[src/hdl/trem_pkg.sv]
// ----------------------------------------------------------------------------
// trem_pkg: shared types and constants of the traffic rate meter
// Widths, reset values, opcodes, register indexes and sequencer states.
// ----------------------------------------------------------------------------
package trem_pkg;

    localparam int NUM_FRAME_TYPES = 32;
    localparam int NUM_FIXED_TYPES = 3;
    localparam int FRACTION_BITS   = 10;

    localparam int CNT_W      = 48;
    localparam int ALU_W      = 58;   // 48-bit count times 1000
    localparam int PERIOD_W   = 20;
    localparam int SHIFT_W    = 5;
    localparam int CFG_IDX_W  = 4;
    localparam int CFG_DATA_W = 20;
    localparam int DIV_STEPS  = ALU_W;
    localparam int STEP_W     = $clog2(DIV_STEPS);

    // x * 1000 = (x << 10) - (x << 4) - (x << 3)
    localparam int MUL_SH_HI = 10;
    localparam int MUL_SH_A  = 4;
    localparam int MUL_SH_B  = 3;

    localparam logic [PERIOD_W-1:0] PERIOD_RESET = PERIOD_W'(1000);
    localparam logic [SHIFT_W-1:0]  SHIFT_RESET  = SHIFT_W'(4);
    localparam logic [CNT_W-1:0]    CNT_MAX      = '1;

    typedef enum logic [1:0] {
        OP_ADD  = 2'd0,
        OP_TICK = 2'd1,
        OP_READ = 2'd2
    } t_opcode;

    typedef enum logic [CFG_IDX_W-1:0] {
        CFG_PERIOD_MS = CFG_IDX_W'(0),
        CFG_AVG_SHIFT = CFG_IDX_W'(1)
    } t_cfg_idx;

    typedef enum logic [3:0] {
        S_IDLE,
        S_ADD,
        S_READ,
        S_MUL1,
        S_MUL2,
        S_DIV,
        S_AVG1,
        S_AVG2,
        S_WR
    } t_state;

endpackage

[src/hdl/trem_alu.sv]
// ----------------------------------------------------------------------------
// trem_alu: shared adder/subtractor
// One wide add or subtract with carry/borrow out, used by the add and tick steps.
// ----------------------------------------------------------------------------
module trem_alu (
    input  logic                        i_sub,
    input  logic [trem_pkg::ALU_W-1:0]  i_a,
    input  logic [trem_pkg::ALU_W-1:0]  i_b,
    output logic [trem_pkg::ALU_W:0]    o_res
);

    always_comb begin
        if (i_sub) begin
            o_res = {1'b0, i_a} - {1'b0, i_b};
        end else begin
            o_res = {1'b0, i_a} + {1'b0, i_b};
        end
    end

endmodule

[config.mk]
export PLATFORM = sky130hd
export DESIGN_NAME = trem_alu
export DESIGN_NICKNAME = d
export VERILOG_FILES = /design/src/hdl/trem_pkg.sv /design/src/hdl/trem_alu.sv
export SDC_FILE = /design/constraint.sdc
export NUM_CORES = 1
export LEC_CHECK = 0
export ABC_AREA = 1
export BUFFER_PORTS_ARGS = -buffer_cell sky130_fd_sc_hd__buf_2
export CAP_MARGIN = 10
export CORE_ASPECT_RATIO = 1.5
export CORE_MARGIN = 4
export CORE_UTILIZATION = 35
export DETAILED_ROUTE_END_ITERATION = 10
export GPL_TIMING_DRIVEN = 0
export PLACE_DENSITY = 0.65
export SYNTH_ARGS = -nofsm -noshare
export SYNTH_HDL_FRONTEND = slang
export SYNTH_SLANG_ARGS = --single-unit
[constraint.sdc]
create_clock -name vclk -period 5.8
set_input_delay 0.58 -clock vclk [all_inputs]
set_output_delay 0.58 -clock vclk [all_outputs]
set_load 0.01 [all_outputs]
==> results of run 1 <==
-- cells by family after synthesis --
| kind of cell | synth area share |
|---|---|
| compound gates | 0.0475 |
| buf+inv | 0.184 |
| xor+xnor | 0.0816 |
| fa+ha+maj | 0.0995 |
| simple gates | 0.587 |
-- per-layer routing --
layer  vias to the layer above  GRT usage  share of wire
met2                       297      0.515           0.52
met1                      4339      0.298           0.39
li1                       5236          -              -
met4                         0      0.103          0.049
met5                         -          0              0
met3                        60    0.00908          0.043
-- cell type report --
type	instances	area, sq um
tap	268	335
fill	2528	12400
timing repair buffer	176	881
multi-input combinational	1260	6210
buffer	8	35.0
inverter	365	1370
-- worst max-delay path: cells and delay by family --
kind            cells  cell delay (ns)
compound gates      1             0.23
xor+xnor            1             0.11
fa+ha+maj           2             0.78
buf+inv             5             0.43
simple gates       13             1.94
-- power by group through the flow --
stage | Sequential [mW] | Clock [mW] | Combinational [mW]
after detailed placement | 0 | 0 | 1.11
after CTS | 0 | 0 | 1.11
after global routing | 0 | 0 | 1.24
final | 0 | 0 | 1.11
after global placement | 0 | 0 | 1.10
after floorplan | 0 | 0 | 0.703
-- how the worst max path moves through the flow --
stage	from	end	slack [ns]	depth (start not counted)
2_1_floorplan	i_b[1]	o_res[43]	2.24	21
5_1_grt	i_b[1]	o_res[58]	0.89	23
6_report	i_b[1]	o_res[57]	1.13	22
3_3_place_gp	i_b[1]	o_res[58]	1.19	23
4_1_cts	i_b[1]	o_res[47]	1.21	21
3_5_place_dp	i_b[1]	o_res[47]	1.23	21
-- through the flow --
stage	cell area (sq um)	util	total power, mW	cells	worst slack, ns
2_1_floorplan	7620	-	0.703	1633	2.24
3_3_place_gp	8840	0.416	1.10	2077	1.19
3_5_place_dp	8840	0.416	1.11	2077	1.23
4_1_cts	8840	0.416	1.11	2077	1.21
5_1_grt	8840	0.416	1.24	2077	0.895
6_report	8840	0.416	1.11	2077	1.13
-- cells in the final DEF (no fill, tap or decap), types with 5 or more instances in the layout --
| cell | instances |
|---|---|
| nor2_4 | 5 |
| nand2_2 | 11 |
| a21oi_1 | 34 |
| o21ai_0 | 18 |
| nor2_1 | 184 |
| inv_1 | 360 |
| nor3_1 | 16 |
| nand2_1 | 687 |
| nand3_2 | 8 |
| ha_1 | 59 |
| inv_2 | 5 |
| xnor2_1 | 10 |
| nand3_1 | 82 |
| o21bai_1 | 7 |
| xor2_1 | 61 |
| nor3_2 | 6 |
| buf_2 | 180 |
| nor2_2 | 13 |
| nand4_1 | 38 |
==> out/results.ini, run 1 <==
[status]
status=complete, no violations

[critical_path]
crit_path_start_kind=input pin
end_kind=output port
critPathMostFrequentCell=nand2_1
path_cells=buf_2 > inv_1 > ha_1 > nand3_2 > nor2_2 > inv_2 > nor2_2 > xor2_1 > nand2_1 > o21ai_0 > ha_1 > nand2_1 > nor2_1 > nand2_1 > nand2_1 > inv_1 > nand3_1 > nand2_1 > nand2_1 > nand2_1 > nand2_1 > buf_2
path_class=input pin to output port
cp_slowest_cell=ha_1
slowest_delay_ns=0.45
critPathMaxFanout=7
cp_data_required_time_ns=5.22
crit_arrival_ns=4.09

[logic_synthesis]
synth_area_leaders=nand2_1, inv_1, ha_1
synthDistinctLibCells=31
synth_top_area_frac=0.338
yosysSeqAreaShare=0
syn_area_per_cell_sq_um=4.67
syn-cell-area_sq_um=7620
synth_largest_area_cell=nand2_1
yosysMostFrequentCell=nand2_1
postSynthCellCount=1633
synth.net_count=1810
yosys_warnings=0
synthTopCellsByCount=nand2_1, inv_1, nor2_1

[clock_network]
hold_buffers=0
cts_resized=0
post-cts-setup-buffers=0

[pwr]
p_comb_frac=1.000
p_switching_mw=0.736
power_density_nw_per_um2=126
p_int_mw=0.378
vdd_ir_drop_max_mv=0.0532
swShare=0.661
seqPwrFrac=0
clkPwrFrac=0
p_leak_nw=5.61

[timing]
fmax_ghz=0.214
final.setup.tns_ns=0
slew_headroom=0.543
report.final.slew_viol_count=0
fin_crit_sh=0.805
holdWs_ns=1.52
fin_crit_ns=4.67
rsz0062_at_grt=false
setup_viol=0
hold_viol_final=0
tightest_slew_ns=0.686

[worst_hold_path]
hold_class=input pin to output port
min_delay_worst_endpoint=o_res[0]
whs_path_depth=4
hp-start=i_b[0]

[drt]
drt_wl_total_mm=33.4
drc_errors=0
dr.first_iter.drc_count=509
wl_per_cell_um=16.1
dr_total_vias=9932
antenna_left=0
vias_per_cell=4.78
drt-pass1-iter-count=5

[floorplan]
coreArea_sq_um=21200
die_area_sq_um=24200
io_pins=176
fp-row-count=65
die_h_um=189
initial_core_util=0.359
die_w_um=128

[global_route]
grt_max_degree=11
grt_use_total=0.266
overflow=0
antenna_found_initial=0
grt_pass1_vias=9726
grt_pass1_wl_mm=50.3

[finish]
diodes=0
final_nets=1988
regArea_sq_um=0
nClkBuffers=0
area_growth_pct=16.0
nFlopsAndLatches=0
drive_above_1_share=0.130

[placed_design]
gp_congestion=0.996
dp_hpwl_mm=30.3
io_buffer_count=176

[job]
max-cap-violations=0

Note: power is estimated with default switching activity, not from simulation.
==> inputs of run 2 (changes only) <==
--- a/config.mk
+++ b/config.mk
@@ -13,7 +13,7 @@
 export CORE_UTILIZATION = 35
 export DETAILED_ROUTE_END_ITERATION = 10
 export GPL_TIMING_DRIVEN = 0
-export PLACE_DENSITY = 0.65
+export PLACE_DENSITY = 0.67
 export SYNTH_ARGS = -nofsm -noshare
 export SYNTH_HDL_FRONTEND = slang
 export SYNTH_SLANG_ARGS = --single-unit
==> constraint.sdc (replaced) <==
create_clock -name vclk -period 4.19
set_input_delay 0.419 -clock vclk [all_inputs]
set_output_delay 0.419 -clock vclk [all_outputs]
set_load 0.01 [all_outputs]
==> run 2 against run 1 <==
Routed wire length shrank 3.4%. Cell count is the same. Combinational power up 39%. Largest power group unchanged. Highest routed layer unchanged.
==> out/results.ini, run 2 (same netlist as run 1, synthesis figures left out) <==
[timing]
slew_headroom=0.511  ; -0.0320
report.final.slew_viol_count=0  ; unchanged
holdWs_ns=1.19  ; -0.326 ns
fin_crit_ns=4.02
fmax_ghz=0.249
fin_crit_sh=0.959
fin_ws_ns=0.172  ; -0.959 ns
hold_viol_final=0  ; unchanged
setup_viol=0  ; unchanged
tightest_slew_ns=0.734  ; +0.0480 ns

[floorplan]
coreArea_sq_um=21200  ; unchanged
fp-row-count=65  ; unchanged
initial_core_util=0.359  ; unchanged
die_h_um=189  ; unchanged
die_w_um=128  ; unchanged
io_pins=176  ; unchanged
die_area_sq_um=24200  ; unchanged

[placed_design]
dpl_cell_area_sq_um=8840  ; unchanged
gp_congestion=1.02  ; +2.7%
io_buffer_count=176  ; unchanged
dp_hpwl_mm=29.2  ; -3.4%
pre_cts_ws_ns=-0.0404  ; -1.27 ns

[drt]
wl_per_cell_um=15.5  ; -3.4%
drt-pass1-iter-count=5  ; unchanged
dr_total_vias=10120  ; +1.9%
vias_per_cell=4.87  ; +1.9%
antenna_left=0  ; unchanged
dr.first_iter.drc_count=537  ; +5.5%
drt_wl_total_mm=32.3  ; -3.4%
drc_errors=0  ; unchanged

[critical_path]
end_kind=output port
critPathMaxFanout=7  ; unchanged
crit_path_start_kind=input pin
path_class=input pin to output port
crit_arrival_ns=3.60  ; -0.49 ns
cp_data_required_time_ns=3.77  ; -1.45 ns

[pwr]
clkPwrFrac=0  ; unchanged
vdd_ir_drop_max_mv=0.0773  ; +45%
p_int_mw=0.528  ; +40%
p_switching_mw=1.01  ; +38%
p_total_mw=1.54  ; +38%
p_leak_nw=5.62  ; +0.18%
p_comb_frac=1.000  ; about the same
power_density_nw_per_um2=172  ; +37%
swShare=0.657  ; -0.00308
seqPwrFrac=0  ; unchanged

[global_route]
grt_use_total=0.254  ; -0.0113
grt_max_degree=11  ; unchanged
overflow=0  ; unchanged
grt_pass1_vias=9875  ; +1.5%
antenna_found_initial=0  ; unchanged
grt_pass1_wl_mm=48.6  ; -3.4%

[clock_network]
post-cts-setup-buffers=0  ; unchanged
hold_buffers=0  ; unchanged

[finish]
diodes=0  ; unchanged
nFillCells=2469  ; -2.3%
nFlopsAndLatches=0  ; unchanged
nClkBuffers=0  ; unchanged
final_nets=1988  ; unchanged
final_cell_mix=nand2_1, inv_1, buf_2
final_common_cell=nand2_1
area_growth_pct=17.3
final_util=0.421  ; +0.00483
drive_above_1_share=0.140  ; +0.0105
finalInstanceArea_sq_um=8940  ; +1.2%
regArea_sq_um=0  ; unchanged

[worst_hold_path]
hp-start=i_b[0]
whs_path_depth=4  ; unchanged
hold_class=input pin to output port
min_delay_worst_endpoint=o_res[0]

[job]
max-cap-violations=0  ; unchanged

[status]
status=complete, no violations

## run 2: cell counts in the layout (fill, tap and decap cells not counted)
No cell type changed its count.
## run 2: how the worst max path moves through the flow
stage | startpoint | to | slack (ns) | depth (start not counted)
6_report | i_b[0] | o_res[57] | 0.17 | 22
5_1_grt | i_b[0] | o_res[54] | -0.003 | 23
4_1_cts | i_b[1] | o_res[57] | 0.04 | 22
3_5_place_dp | i_b[1] | o_res[57] | -0.04 | 22
3_3_place_gp | i_b[1] | o_res[57] | -0.02 | 22
2_1_floorplan | i_b[1] | o_res[43] | 0.96 | 21
## run 2: area by class of cell
cell class,count,area [sq um],area share
multi-input combinational,1260,6310,0.706
inverter,365,1370,0.154
timing repair buffer,176,881,0.0985
tap,268,335,0.0375
buffer,8,35.0,0.00392
## run 2: timing repair
| item | in CTS | in global routing |
|---|---|---|
| gates cloned | 0 | 0 |
| resized for setup | 1 | 24 |
| endpoints found under the setup margin | 3 | 31 |
## run 2: layer usage
layer | GRT usage | routed length, um | share of wire
met4 | 0.153 | 2530 | 0.078
met3 | 0.0125 | 1360 | 0.042
met5 | 0 | 0 | 0
met2 | 0.471 | 16000 | 0.50
met1 | 0.278 | 12300 | 0.38
## run 2: through the flow
stage                     std cells  setup TNS, ns
after floorplan                1633              0
after global routing           2077       -0.00268
after CTS                      2077              0
after global placement         2077        -0.0232
final                          2077              0
after detailed placement       2077        -0.0670
## run 2: worst max-delay path, stage by stage
cell and delay (ns):
buf_2 0.11, inv_1 0.12, ha_4 0.23, nand3_2 0.20, nor2_4 0.22, inv_2 0.06, nor2_4 0.18, xor2_1 0.09
nand2_1 0.06, o21ai_0 0.16, ha_1 0.40, nand2_1 0.10, nor2_1 0.22, nand2_1 0.13, inv_1 0.14, nand2_1 0.07
nand3_1 0.26, nand2_1 0.13, nand2_1 0.09, nand2_1 0.05, nand2_1 0.05, buf_2 0.12
## run 2: power groups by stage
stage / registers (mW) / clock network, mW / logic, mW
CTS: 0 / 0 / 1.52
global route: 0 / 0 / 1.72
global placement: 0 / 0 / 1.51
finish: 0 / 0 / 1.54
floorplan: 0 / 0 / 0.974
detailed placement: 0 / 0 / 1.52
==> inputs of run 3 (changes only) <==
--- a/config.mk
+++ b/config.mk
@@ -5,7 +5,6 @@
 export SDC_FILE = /design/constraint.sdc
 export NUM_CORES = 1
 export LEC_CHECK = 0
-export ABC_AREA = 1
 export BUFFER_PORTS_ARGS = -buffer_cell sky130_fd_sc_hd__buf_2
 export CAP_MARGIN = 10
 export CORE_ASPECT_RATIO = 1.5
@@ -13,7 +12,7 @@
 export CORE_UTILIZATION = 35
 export DETAILED_ROUTE_END_ITERATION = 10
 export GPL_TIMING_DRIVEN = 0
-export PLACE_DENSITY = 0.67
+export PLACE_DENSITY = 0.71
 export SYNTH_ARGS = -nofsm -noshare
 export SYNTH_HDL_FRONTEND = slang
 export SYNTH_SLANG_ARGS = --single-unit
==> run 3 against run 2 <==
The run now ends with negative setup slack left. Highest routed layer is now met5. Largest cell class unchanged. Core utilization increased by 13 points. First-iteration DRC count fell by 54%. Maximum frequency decreased by 21%. Total power grew 13%. Critical path depth shrank 3. Via count is 36% lower.
==> out/results.ini, run 3 <==
[floorplan]
die_area_sq_um=15400  ; -36%
io_pins=176  ; unchanged
coreArea_sq_um=13100  ; -38%
fp-row-count=51  ; -22%
die_h_um=150  ; -20%
die_w_um=103  ; -20%
initial_core_util=0.360  ; +0.00104

[critical_path]
critPathMaxFanout=3  ; -4
slowest_delay_ns=0.52  ; +0.12 ns
cp_top_family=compound AO/OA/AOI/OAI gates
crit_arrival_ns=4.64  ; +1.04 ns
path_class=input pin to output port
cp_data_required_time_ns=3.77  ; about the same
cp_slowest_cell=or4_4
cp.buffers_inverters=2  ; -3
crit_path_start_kind=input pin
cp.depth=19  ; -14%
path_cells=buf_6 > or3_4 > or4_4 > nor3_4 > nand2_2 > o41ai_4 > o21ai_1 > xnor2_1 > ha_1 > a21o_1 > o21bai_4 > a21o_1 > a311oi_2 > nand2_1 > o21ai_4 > o41ai_4 > a41oi_2 > xnor2_1 > buf_2
end_kind=output port

[job]
max-cap-violations=0  ; unchanged

[drt]
wirelength_met1_mm=6.79  ; -45%
dr.first_iter.drc_count=245  ; -54%
met2WireLength_mm=11.4  ; -29%
vias_per_cell=5.85  ; +20%
routed-wl-met3_mm=1.39  ; +2.1%
antenna_left=0  ; unchanged
wl_per_cell_um=18.6  ; +20%
drt_wl_total_mm=20.6  ; -36%
drc_errors=0  ; unchanged
drt-pass1-iter-count=5  ; unchanged
dr_total_vias=6480  ; -36%
routed.top_layer=met5

[pwr]
power_density_nw_per_um2=241  ; +40%
swShare=0.555  ; -0.103
clkPwrFrac=0  ; unchanged
vdd_ir_drop_max_mv=0.166  ; +110%
p_leak_nw=3.33  ; -41%
p_comb_frac=1.000  ; about the same
p_switching_mw=0.967  ; -4.6%
p_int_mw=0.777  ; +47%
seqPwrFrac=0  ; unchanged

[finish]
finalInstanceArea_sq_um=7240  ; -19%
regArea_sq_um=0  ; unchanged
drive_above_1_share=0.440  ; +0.300
nClkBuffers=0  ; unchanged
instances_no_fill=1107  ; -47%
nFlopsAndLatches=0  ; unchanged
final_common_cell=buf_2
multi_input_area_sq_um=5350  ; -15%
final_nets=1126  ; -43%
nFillCells=1203  ; -51%
area_growth_pct=53.8
final_cell_mix=buf_2, xnor2_1, a21oi_1

[logic_synthesis]
syn_area_per_cell_sq_um=6.56  ; +41%
yosys_warnings=0  ; unchanged
synth_area_leaders=ha_1, xnor2_1, a21oi_1
synth_largest_area_cell=ha_1
synthDistinctLibCells=59  ; +90%
syn-cell-area_sq_um=4710  ; -38%
synth_top_area_frac=0.157  ; -0.182
yosysMostFrequentCell=a21oi_1
synthTopCellsByCount=a21oi_1, xnor2_1, nor2_1
postSynthCellCount=718  ; -56%
yosysSeqAreaShare=0  ; unchanged
synth.net_count=895  ; -51%

[status]
violations=negative setup slack
status=finished with violations

[timing]
setup_viol=34  ; +34
rsz0062_at_grt=true
fin_ws_ns=-0.868  ; -1.04 ns
report.final.slew_viol_count=0  ; unchanged
hold_viol_final=0  ; unchanged
fmax_ghz=0.198  ; -21%
tightest_slew_ns=0.600  ; -0.134 ns
fin_crit_sh=1.21  ; +0.248
holdWs_ns=1.22  ; +0.0247 ns
fin_crit_ns=5.06  ; +1.04 ns
slew_headroom=0.598  ; +0.0874

[placed_design]
io_buffer_count=175  ; -0.57%
dpl_cell_area_sq_um=5890  ; -33%
dp_hpwl_mm=15.6  ; -47%
placedCellCount=1052  ; -49%
gp_congestion=0.957  ; -6.5%

[global_route]
grt_pass1_vias=6393  ; -35%
grt_pass1_wl_mm=29.8  ; -39%
overflow=0  ; unchanged
grt_use_total=0.241  ; -0.0135
antenna_found_initial=2  ; +2
grt_max_degree=11  ; unchanged

[worst_hold_path]
whs_path_depth=4  ; unchanged
hold_class=input pin to output port

[clock_network]
hold_buffers=0  ; unchanged

run 3: cell count changes in the layout (fill, tap and decap cells not counted), moves of 29 or more:
cell     change
a21o_1      +38
a21oi_1     +38
a21oi_2     +29
buf_4       +57
inv_1      -332
nand2_1    -646
nand3_1     -75
nor2_1     -117
xnor2_1     +64
xor2_1      -34
run 3: cells by family after synthesis:
kind of cell	Yosys count	synth area share
fa+ha+maj	60	0.161
mux	1	0.00213
simple gates	227	0.241
buf+inv	63	0.0510
compound gates	256	0.338
xor+xnor	111	0.206
run 3: layer usage:
metal,track usage,up-vias
li1,-,3090
met1,0.230,3023
met2,0.487,285
met3,0.0280,78
met4,0.110,4
met5,0,-
run 3: cell type report:
| cell class | instances | area share |
|---|---|---|
| multi-input combinational | 655 | 0.738 |
| timing repair buffer | 248 | 0.207 |
| inverter | 29 | 0.0150 |
| tap | 159 | 0.0275 |
| buffer | 15 | 0.0123 |
| antenna | 1 | 0.000345 |
run 3: worst paths after layout:
check	slack [ns]	start	to
max	-0.87	i_b[8]	o_res[51]
min	1.22	i_b[0]	o_res[0]
run 3: power by group through the flow:
stage	clock, mW	combinational, mW	sequential, mW
2_1_floorplan	0	0.907	0
3_3_place_gp	0	1.36	0
3_5_place_dp	0	1.37	0
4_1_cts	0	1.61	0
5_1_grt	0	1.86	0
6_report	0.0000000319	1.74	0
run 3: what timing repair did:
item / in CTS / in global routing
buffers inserted: 57 / 18
setup endpoints to repair: 39 / 40
gates resized for setup: 149 / 70
pin swaps: 73 / 38
run 3: stage by stage:
| step | power, mW | setup slack (ns) | utilization | setup TNS, ns |
|---|---|---|---|---|
| after global routing | 1.86 | -0.995 | 0.554 | -21.81 |
| after global placement | 1.36 | -1.33 | 0.450 | -26.34 |
| final | 1.74 | -0.868 | 0.554 | -17.15 |
| after CTS | 1.61 | -0.751 | 0.527 | -13.20 |
| after detailed placement | 1.37 | -1.37 | 0.450 | -26.30 |
| after floorplan | 0.907 | -0.358 | - | -0.946 |
